### config.mk
export PLATFORM = sky130hd
export DESIGN_NAME = spi_message_transfer_engine_flat
export DESIGN_NICKNAME = d
export VERILOG_FILES = /design/src/hw/rtl/spimte_pkg.sv /design/src/hw/rtl/spimte_if.sv /design/src/hw/rtl/spimte_tx_store.sv /design/src/hw/rtl/spimte_ctrl.sv /design/src/hw/rtl/spimte_out_buf.sv /design/src/hw/rtl/spi_message_transfer_engine.sv /design/src/flat_wrapper.sv
export SDC_FILE = /design/constraint.sdc
export NUM_CORES = 2
export LEC_CHECK = 0
export CAP_MARGIN = 5
export CORE_AREA = 2 2 397 399
export DETAILED_ROUTE_END_ITERATION = 7
export DIE_AREA = 0 0 399 401
export DONT_BUFFER_PORTS = 1
export GPL_ROUTABILITY_DRIVEN = 0
export HOLD_SLACK_MARGIN = 0.03
export MAX_ROUTING_LAYER = met4
export PLACE_DENSITY = 0.8
export SETUP_SLACK_MARGIN = 0.4
export SLEW_MARGIN = 20
export SYNTH_ARGS = -nofsm -noshare
export SYNTH_HDL_FRONTEND = slang
export SYNTH_SLANG_ARGS = --single-unit
### constraint.sdc
create_clock -name clk_i -period 10.4 [get_ports clk_i]
set_input_delay 0.52 -clock clk_i [delete_from_list [all_inputs] [get_ports clk_i]]
set_output_delay 0.52 -clock clk_i [all_outputs]
set_load 0.02 [all_outputs]
### src/hw/rtl/spimte_pkg.sv
package spimte_pkg;

  // Item command codes
  typedef enum logic [1:0] {
    CmdLoad  = 2'd0,
    CmdStart = 2'd1,
    CmdEvent = 2'd2,
    CmdNop   = 2'd3
  } cmd_e;

  // Message flag bit positions
  localparam int unsigned FlBusHold      = 0;
  localparam int unsigned FlXfer         = 1;
  localparam int unsigned FlXferComplete = 2;
  localparam int unsigned FlBusRelease   = 3;
  localparam int unsigned FlComplete     = 4;

  typedef struct packed {
    logic [1:0]  cmd;
    logic [2:0]  channel;
    logic [7:0]  index;
    logic [7:0]  data_byte;
    logic [8:0]  tx_length;
    logic [15:0] rx_skip;
    logic [15:0] rx_take;
    logic        select_cs;
    logic        hold_bus;
    logic        rx_ready;
    logic        tx_empty;
    logic        bus_error;
  } in_item_t;

  typedef struct packed {
    logic        accepted;
    logic        tx_valid;
    logic [7:0]  tx_data;
    logic        rx_valid;
    logic [15:0] rx_index;
    logic [7:0]  rx_data;
    logic [15:0] transferred;
    logic [4:0]  msg_flags;
    logic        cs_active;
    logic [2:0]  bus_owner;
    logic        error_seen;
  } out_item_t;

endpackage

### src/hw/rtl/spimte_if.sv
interface spimte_in_if;
  import spimte_pkg::*;

  logic     valid;
  logic     ready;
  in_item_t data;

  modport source (output valid, output data, input ready);
  modport sink (input valid, input data, output ready);
endinterface

interface spimte_out_if;
  import spimte_pkg::*;

  logic      valid;
  logic      ready;
  out_item_t data;

  modport source (output valid, output data, input ready);
  modport sink (input valid, input data, output ready);
endinterface

### src/hw/rtl/spimte_tx_store.sv
module spimte_tx_store #(
  parameter int unsigned TX_DEPTH = 256
) (
  input  logic                                            clk_i,
  input  logic                                            we_i,
  input  logic [((TX_DEPTH > 1) ? $clog2(TX_DEPTH) : 1)-1:0] waddr_i,
  input  logic [7:0]                                      wdata_i,
  input  logic [((TX_DEPTH > 1) ? $clog2(TX_DEPTH) : 1)-1:0] raddr_i,
  output logic [7:0]                                      rdata_o
);

  logic [7:0] mem_q [TX_DEPTH];
  logic [7:0] rdata_q;

  // Write port
  always_ff @(posedge clk_i) begin
    if (we_i) begin
      mem_q[waddr_i] <= wdata_i;
    end
  end

  // Registered read, forward a write to the same entry
  always_ff @(posedge clk_i) begin
    if (we_i && (waddr_i == raddr_i)) begin
      rdata_q <= wdata_i;
    end else begin
      rdata_q <= mem_q[raddr_i];
    end
  end

  assign rdata_o = rdata_q;

endmodule

### src/hw/rtl/spimte_ctrl.sv
module spimte_ctrl #(
  parameter int unsigned TX_DEPTH     = 256,
  parameter int unsigned NUM_CHANNELS = 8,
  parameter int unsigned FRAME_BITS   = 8
) (
  input  logic                                            clk_i,
  input  logic                                            rst_ni,
  input  logic                                            fire_i,
  input  spimte_pkg::in_item_t                            item_i,
  input  logic [7:0]                                      rd_data_i,
  output logic                                            we_o,
  output logic [((TX_DEPTH > 1) ? $clog2(TX_DEPTH) : 1)-1:0] waddr_o,
  output logic [7:0]                                      wdata_o,
  output logic [((TX_DEPTH > 1) ? $clog2(TX_DEPTH) : 1)-1:0] raddr_o,
  output spimte_pkg::out_item_t                           res_o
);
  import spimte_pkg::*;

  localparam int unsigned AddrW = (TX_DEPTH > 1) ? $clog2(TX_DEPTH) : 1;
  localparam logic [7:0] FrameMask =
      (FRAME_BITS >= 8) ? 8'hFF : 8'((1 << FRAME_BITS) - 1);

  logic [15:0] rx_count_q, rx_count_d;
  logic [15:0] tx_count_q, tx_count_d;
  logic [15:0] msg_len_q, msg_len_d;
  logic [8:0]  cur_txl_q, cur_txl_d;
  logic [15:0] cur_skip_q, cur_skip_d;
  logic [15:0] cur_take_q, cur_take_d;
  logic        cur_hold_q, cur_hold_d;
  logic [2:0]  owner_q, owner_d;
  logic        held_q, held_d;
  logic [4:0]  flags_q, flags_d;
  logic        cs_q, cs_d;
  logic        rx_en_q, rx_en_d;
  logic        tx_en_q, tx_en_d;

  logic [16:0] len_sum;
  logic [16:0] len_full;
  logic        start_ok;
  logic        finish;
  logic [15:0] rx_rel;
  logic [8:0]  pos_d;
  cmd_e        cmd;

  assign cmd = cmd_e'(item_i.cmd);

  // Message length and start admission
  always_comb begin
    len_sum  = {1'b0, item_i.rx_skip} + {1'b0, item_i.rx_take};
    len_full = ({8'b0, item_i.tx_length} > len_sum) ? {8'b0, item_i.tx_length} : len_sum;
    start_ok = !rx_en_q && (32'(item_i.channel) < NUM_CHANNELS) &&
               (!held_q || (owner_q == item_i.channel)) &&
               (32'(item_i.tx_length) <= TX_DEPTH) && !len_full[16];
  end

  assign rx_rel = rx_count_q - cur_skip_q;

  // Store write for load items
  assign we_o    = fire_i && (cmd == CmdLoad) && (32'(item_i.index) < TX_DEPTH);
  assign waddr_o = AddrW'(item_i.index);
  assign wdata_o = item_i.data_byte;

  // Next state and result
  always_comb begin
    rx_count_d = rx_count_q;
    tx_count_d = tx_count_q;
    msg_len_d  = msg_len_q;
    cur_txl_d  = cur_txl_q;
    cur_skip_d = cur_skip_q;
    cur_take_d = cur_take_q;
    cur_hold_d = cur_hold_q;
    owner_d    = owner_q;
    held_d     = held_q;
    flags_d    = flags_q;
    cs_d       = cs_q;
    rx_en_d    = rx_en_q;
    tx_en_d    = tx_en_q;
    finish     = 1'b0;
    res_o      = '0;

    if (fire_i) begin
      case (cmd)
        CmdStart: begin
          if (start_ok) begin
            res_o.accepted = 1'b1;
            owner_d    = item_i.channel;
            held_d     = 1'b1;
            cur_txl_d  = item_i.tx_length;
            cur_skip_d = item_i.rx_skip;
            cur_take_d = item_i.rx_take;
            cur_hold_d = item_i.hold_bus;
            msg_len_d  = len_full[15:0];
            rx_count_d = '0;
            tx_count_d = '0;
            flags_d    = '0;
            if (item_i.select_cs) begin
              cs_d = 1'b1;
              flags_d[FlBusHold] = 1'b1;
            end
            if (len_full != '0) begin
              flags_d[FlXfer] = 1'b1;
              rx_en_d = 1'b1;
              tx_en_d = 1'b1;
            end else begin
              finish = 1'b1;
            end
          end
        end
        CmdEvent: begin
          if (item_i.bus_error) begin
            res_o.error_seen = 1'b1;
          end else if (rx_en_q) begin
            // Receive side: deliver inside the take window
            if (item_i.rx_ready) begin
              if ((rx_count_q >= cur_skip_q) && (rx_rel < cur_take_q)) begin
                res_o.rx_valid = 1'b1;
                res_o.rx_index = rx_rel;
                res_o.rx_data  = item_i.data_byte & FrameMask;
              end
              rx_count_d = rx_count_q + 16'd1;
            end
            // Transmit side: prefetched store byte, or zero without data
            if (item_i.tx_empty && tx_en_q && (tx_count_q < msg_len_q)) begin
              res_o.tx_valid = 1'b1;
              res_o.tx_data  = (cur_txl_q == '0) ? 8'd0 : (rd_data_i & FrameMask);
              tx_count_d = tx_count_q + 16'd1;
              if (tx_count_d >= msg_len_q) begin
                tx_en_d = 1'b0;
              end
            end
            if (rx_count_d >= msg_len_q) begin
              finish = 1'b1;
            end
          end
        end
        default: begin
        end
      endcase

      // Complete the message, release the bus unless held
      if (finish) begin
        rx_en_d = 1'b0;
        tx_en_d = 1'b0;
        flags_d[FlXferComplete] = 1'b1;
        if (!cur_hold_d) begin
          cs_d   = 1'b0;
          held_d = 1'b0;
          flags_d[FlBusRelease] = 1'b1;
        end
        flags_d[FlComplete] = 1'b1;
      end
    end

    res_o.transferred = (rx_count_d < tx_count_d) ? rx_count_d : tx_count_d;
    res_o.msg_flags   = flags_d;
    res_o.cs_active   = cs_d;
    res_o.bus_owner   = held_d ? owner_d : 3'd0;
  end

  // Read ahead: address the store at the frame position of the next state
  always_comb begin
    if (cur_txl_d == '0) begin
      pos_d = '0;
    end else if (tx_count_d < {7'b0, cur_txl_d}) begin
      pos_d = tx_count_d[8:0];
    end else begin
      pos_d = cur_txl_d - 9'd1;
    end
  end

  assign raddr_o = AddrW'(pos_d);

  // State registers
  always_ff @(posedge clk_i or negedge rst_ni) begin
    if (!rst_ni) begin
      rx_count_q <= '0;
      tx_count_q <= '0;
      msg_len_q  <= '0;
      cur_txl_q  <= '0;
      cur_skip_q <= '0;
      cur_take_q <= '0;
      cur_hold_q <= 1'b0;
      owner_q    <= '0;
      held_q     <= 1'b0;
      flags_q    <= '0;
      cs_q       <= 1'b0;
      rx_en_q    <= 1'b0;
      tx_en_q    <= 1'b0;
    end else begin
      rx_count_q <= rx_count_d;
      tx_count_q <= tx_count_d;
      msg_len_q  <= msg_len_d;
      cur_txl_q  <= cur_txl_d;
      cur_skip_q <= cur_skip_d;
      cur_take_q <= cur_take_d;
      cur_hold_q <= cur_hold_d;
      owner_q    <= owner_d;
      held_q     <= held_d;
      flags_q    <= flags_d;
      cs_q       <= cs_d;
      rx_en_q    <= rx_en_d;
      tx_en_q    <= tx_en_d;
    end
  end

endmodule

### src/hw/rtl/spimte_out_buf.sv
module spimte_out_buf (
  input  logic                  clk_i,
  input  logic                  rst_ni,
  input  logic                  in_valid_i,
  output logic                  in_ready_o,
  input  spimte_pkg::out_item_t in_data_i,
  output logic                  out_valid_o,
  input  logic                  out_ready_i,
  output spimte_pkg::out_item_t out_data_o
);
  import spimte_pkg::*;

  logic      out_valid_q, out_valid_d;
  logic      skid_valid_q, skid_valid_d;
  out_item_t out_data_q, out_data_d;
  out_item_t skid_data_q, skid_data_d;
  logic      in_fire;
  logic      out_fire;

  assign in_ready_o = !skid_valid_q;
  assign in_fire    = in_valid_i && !skid_valid_q;
  assign out_fire   = out_valid_q && out_ready_i;

  // Steer the new result into the output or the skid stage
  always_comb begin
    out_valid_d  = out_valid_q;
    skid_valid_d = skid_valid_q;
    out_data_d   = out_data_q;
    skid_data_d  = skid_data_q;
    if (skid_valid_q) begin
      if (out_fire) begin
        out_data_d   = skid_data_q;
        skid_valid_d = 1'b0;
      end
    end else if (in_fire) begin
      if (!out_valid_q || out_fire) begin
        out_data_d  = in_data_i;
        out_valid_d = 1'b1;
      end else begin
        skid_data_d  = in_data_i;
        skid_valid_d = 1'b1;
      end
    end else if (out_fire) begin
      out_valid_d = 1'b0;
    end
  end

  always_ff @(posedge clk_i or negedge rst_ni) begin
    if (!rst_ni) begin
      out_valid_q  <= 1'b0;
      skid_valid_q <= 1'b0;
    end else begin
      out_valid_q  <= out_valid_d;
      skid_valid_q <= skid_valid_d;
    end
  end

  always_ff @(posedge clk_i) begin
    out_data_q  <= out_data_d;
    skid_data_q <= skid_data_d;
  end

  assign out_valid_o = out_valid_q;
  assign out_data_o  = out_data_q;

endmodule

### src/hw/rtl/spi_message_transfer_engine.sv
// SPI master message engine, full duplex, one result per input item.
// Input channel in_i carries load, start, bus event and no-op items; every
// accepted item produces exactly one result on out_o, in order.
// Load writes a transmit byte into the transmit store; start claims the bus
// for a channel and opens a message; a bus event steps the receive and
// transmit cursors and reports the delivered and sent frames.
// Throughput: one item per cycle while in_i.ready is high. Each result is
// registered in the output buffer before it appears on out_o. The store is read
// ahead at the frame position of the next state, with a write to the same entry
// forwarded, so the transmit frame is ready when the next bus event arrives.
// Reset clears all message state and the bus ownership; the store keeps no
// reset value and needs no clearing pass, so items are taken right away.
// When the receiver stalls, results wait in an output register plus one skid
// stage; in_i.ready drops only when both are full.
module spi_message_transfer_engine #(
  parameter int unsigned TX_DEPTH     = 256,
  parameter int unsigned NUM_CHANNELS = 8,
  parameter int unsigned FRAME_BITS   = 8
) (
  input  logic          clk_i,
  input  logic          rst_ni,
  spimte_in_if.sink     in_i,
  spimte_out_if.source  out_o
);
  import spimte_pkg::*;

  localparam int unsigned AddrW = (TX_DEPTH > 1) ? $clog2(TX_DEPTH) : 1;

  logic             in_ready;
  logic             in_fire;
  logic             mem_we;
  logic [AddrW-1:0] mem_waddr;
  logic [7:0]       mem_wdata;
  logic [AddrW-1:0] mem_raddr;
  logic [7:0]       mem_rdata;
  out_item_t        result;

  assign in_i.ready = in_ready;
  assign in_fire    = in_i.valid && in_ready;

  spimte_tx_store #(
    .TX_DEPTH (TX_DEPTH)
  ) u_tx_store (
    .clk_i   (clk_i),
    .we_i    (mem_we),
    .waddr_i (mem_waddr),
    .wdata_i (mem_wdata),
    .raddr_i (mem_raddr),
    .rdata_o (mem_rdata)
  );

  spimte_ctrl #(
    .TX_DEPTH     (TX_DEPTH),
    .NUM_CHANNELS (NUM_CHANNELS),
    .FRAME_BITS   (FRAME_BITS)
  ) u_ctrl (
    .clk_i     (clk_i),
    .rst_ni    (rst_ni),
    .fire_i    (in_fire),
    .item_i    (in_i.data),
    .rd_data_i (mem_rdata),
    .we_o      (mem_we),
    .waddr_o   (mem_waddr),
    .wdata_o   (mem_wdata),
    .raddr_o   (mem_raddr),
    .res_o     (result)
  );

  spimte_out_buf u_out_buf (
    .clk_i       (clk_i),
    .rst_ni      (rst_ni),
    .in_valid_i  (in_i.valid),
    .in_ready_o  (in_ready),
    .in_data_i   (result),
    .out_valid_o (out_o.valid),
    .out_ready_i (out_o.ready),
    .out_data_o  (out_o.data)
  );

endmodule
### src/flat_wrapper.sv
// flat-port wrapper written by rule: the top's interface ports become plain ports
module spi_message_transfer_engine_flat import spimte_pkg::*;
#(
  parameter int unsigned TX_DEPTH     = 256,
  parameter int unsigned NUM_CHANNELS = 8,
  parameter int unsigned FRAME_BITS   = 8
)
  (clk_i, rst_ni, in_i_valid, in_i_data, in_i_ready, out_o_valid, out_o_data, out_o_ready);
  spimte_in_if in_i_i ();
  spimte_out_if out_o_i ();
  input  logic clk_i;
  input  logic rst_ni;
  input wire logic [$bits(in_i_i.valid)-1:0] in_i_valid;
  input wire logic [$bits(in_i_i.data)-1:0] in_i_data;
  output wire logic [$bits(in_i_i.ready)-1:0] in_i_ready;
  output wire logic [$bits(out_o_i.valid)-1:0] out_o_valid;
  output wire logic [$bits(out_o_i.data)-1:0] out_o_data;
  input wire logic [$bits(out_o_i.ready)-1:0] out_o_ready;
  assign in_i_i.valid = in_i_valid;
  assign in_i_i.data = in_i_data;
  assign in_i_ready = in_i_i.ready;
  assign out_o_valid = out_o_i.valid;
  assign out_o_data = out_o_i.data;
  assign out_o_i.ready = out_o_ready;
  spi_message_transfer_engine #(.TX_DEPTH(TX_DEPTH), .NUM_CHANNELS(NUM_CHANNELS), .FRAME_BITS(FRAME_BITS)) u_core (.clk_i(clk_i), .rst_ni(rst_ni), .in_i(in_i_i), .out_o(out_o_i));
endmodule
==> results.cfg <==
[synthesis]
yosys_register_bits = 2282
ys_seq_area_frac = 0.731
syn_inst = 4674
syn-num-nets = 4880
synthFlopType = edfxtp_1
avgSynthCellArea_um2 = 19.9
post-synth-top-area-cell = edfxtp_1
synth_area_um2 = 92900
synth_most_common_cell = edfxtp_1
synthTopCellsByCount = 2170 x edfxtp_1, 672 x mux4_2, 373 x nor2_1, 173 x nand2_1, 162 x clkbuf_1
synth-edff-count = 2170
synth_area_leaders = edfxtp_1 70%, mux4_2 16%, dfrtp_1 2.8%, ha_1 1.8%, nor2_1 1.5%
synth_top_area_share = 0.701
ys_warn_count = 0
synthArstFlopShare = 0.0456
synthDistinctLibCells = 79

[pwr]
ir_worst_vdd_uv = 255
cellLeakagePower_nw = 33.5
p_per_area_nw_per_um2 = 252

[place]
port_buffers = 0
dpl.cell_count = 6549
hpwl_um = 128000
placed_area_um2 = 95100

[clocking]
h-tree-depth = 4
post_cts_buffers = 0
cts_sinks = 2282
cts_tree = done
cts_resized = 0
clk_pin_slew_ps = 60
cts_root_buffer = clkbuf_16
clockBufferDepth = 3
hold_buffers = 66
clk_latency_ps = 870
cts_buffers = 212

[global_route]
grt_usage = 0.316
grt_max_degree = 258
grt_pass1_vias = 49300
grt_remaining_overflow = 0
antenna_found_initial = 11
grt_pass1_wl_um = 351000

[setup_path]
cp.required_ps = 11020
critPathLaunchType = flip-flop
worstPathMaxFanout = 12
crit_path_end_kind = flip-flop
r2r_cells = 16
critPathArrivalTime_ps = 7010
path_class = flip-flop to flip-flop

[routing]
wl_per_cell_um = 35.2
drtPass1Iterations = 8
dr.first_iter.drc_count = 7560
via_per_inst = 7.01
drt-total-wl_um = 247000
antenna_left = 0
vias = 49200
drc_errors = 0

[sta]
fmax_mhz = 156
skew_ps = 38.5
timing.final.max_slew_violations = 0
worstMarginPinSlew_ps = 1210
tns_ps = 0
finalHoldViolCount = 0
rsz0062_at_grt = false
setup_viol = 0
maxSlewHeadroom = 0.191
period_minus_slack_ps = 6390
whs_ps = 39.4
fin_crit_sh = 0.614

[worst_hold_path]
hold_depth = 1
hold_class = input port to flip-flop

[finish]
layout-drive-gt1-share = 0.223
fin_cells = 7023
stdcell_area_um2 = 103000
final_net_count = 4984
area_growth_pct = 11.0

[floorplan]
core_area_um2 = 156000
ios = 134
start_util = 0.597
die_area_um2 = 160000
die_h_um = 401
rows = 145
die_w_um = 399

[status]
status = finished clean

[run]
cap_violations = 0
-- final timing paths --
check	from	to	slack [ps]
worst min-delay path	in_i_data[46]	u_core.u_tx_store.mem_q[150][0]	40
worst max-delay path	u_core.u_ctrl.rx_en_q	u_core.u_out_buf.out_data_o[15]	4010
max in group asynchronous	rst_ni	u_core.u_ctrl.rx_count_q[13]	9640
min in group asynchronous	rst_ni	u_core.u_ctrl.cur_take_q[3]	260
worst max register to register	u_core.u_ctrl.rx_en_q	u_core.u_out_buf.out_data_o[15]	4010
worst min register to register	u_core.u_ctrl.msg_len_q[1]	u_core.u_ctrl.msg_len_q[1]	490
-- metal layers --
layer	wire, µm	share of wire	up-vias	GRT usage
li1	-	-	19300	-
met1	84800	0.34	25600	0.404
met2	122000	0.49	3678	0.490
met3	26900	0.11	675	0.0748
met4	13400	0.054	0	0.137
met5	0	0	-	-
-- area by class of cell --
type / instances / area (µm²)
diodes: 8 / 20.0
clock inverters: 133 / 1530
repair buffers: 122 / 1450
inverters: 136 / 510
clock buffers: 260 / 5490
well taps: 2058 / 2570
multi-input cells: 2024 / 23700
fillers: 9389 / 52500
flip-flops and latches: 2282 / 67900
-- report_power, final --
part / leakage, nW / internal, mW / switching [mW]
combinational: 9.14 / 3.22 / 3.90
clock: 3.40 / 4.41 / 3.59
sequential: 20.9 / 10.4 / 0.471
-- cell usage in the layout, fill, tap and decap left out, types with 7 or more instances in the layout --
master,netlist,layout
edfxtp_1,2170,2170
mux4_2,672,672
nor2_1,373,373
clkbuf_16,0,212
nand2_1,173,173
inv_1,135,135
ha_1,133,133
o21ai_0,112,112
dfrtp_1,104,103
a21oi_1,80,78
dlygate4sd3_1,0,57
clkbuf_1,162,48
clkinv_1,0,44
buf_4,0,43
xnor2_1,40,40
nand3_1,39,39
o31ai_1,38,38
mux2i_1,36,36
mux2_2,36,36
clkinv_2,0,36
a21o_1,32,32
nor3_1,26,25
bufinv_16,0,25
xor2_1,23,23
and3_1,22,21
nand4_1,19,19
buf_16,0,16
nor2b_1,14,14
o21a_1,14,14
nand2b_1,9,9
diode_2,0,8
o211ai_1,8,8
and2_1,9,8
a211oi_1,7,7
a2111oi_0,7,7
-- stage by stage --
stage                util  power (mW)  setup slack, ps
floorplan               -        15.6             4870
global placement    0.611        17.6             4280
detailed placement  0.611        17.7             4190
CTS                 0.661        25.9             4200
global route        0.663        26.6             3830
finish              0.663        26.0             4010
-- flip-flops by register name, summed over array words and instances (netlist names), named ones only --
name                           cells
u_core.u_out_buf.skid_valid_q      1
u_core.u_out_buf.out_data_o       61
u_core.u_ctrl.cur_hold_q           1
u_core.u_ctrl.cur_txl_q            9
u_core.u_ctrl.cur_take_q          16
u_core.u_tx_store.mem_q         2048
u_core.u_ctrl.tx_count_q          16
u_core.u_ctrl.held_q               1
u_core.u_ctrl.flags_q              5
u_core.u_ctrl.owner_q              3
u_core.u_out_buf.skid_data_q      61
u_core.u_ctrl.rx_count_q          16
u_core.u_ctrl.rx_en_q              1
u_core.u_ctrl.cs_q                 1
u_core.u_ctrl.tx_en_q              1
u_core.u_ctrl.cur_skip_q          16
u_core.u_ctrl.msg_len_q           16
u_core.u_out_buf.out_valid_o       1
-- critical path, stage by stage (launching register included) --
cell and delay [ps]:
dfrtp_1 390, nor2b_1 740, nand3_1 680, nor3_2 760, nand2_1 110, o21ai_0 580
inv_1 110, ha_1 210, a21o_1 160, a21o_1 170, a21oi_1 180, o21ai_0 100
a21o_1 190, a2111oi_0 640, a21o_1 450, mux2_2 400, mux2_2 280
-- cell families after synthesis --
kind of cell	synth area share
buf+inv	0.0149
xor+xnor	0.00594
simple gates	0.0337
flops	0.731
fa+ha+maj	0.0183
mux	0.171
compound gates	0.0253
No activity file was read; power rests on OpenSTA's default activity.
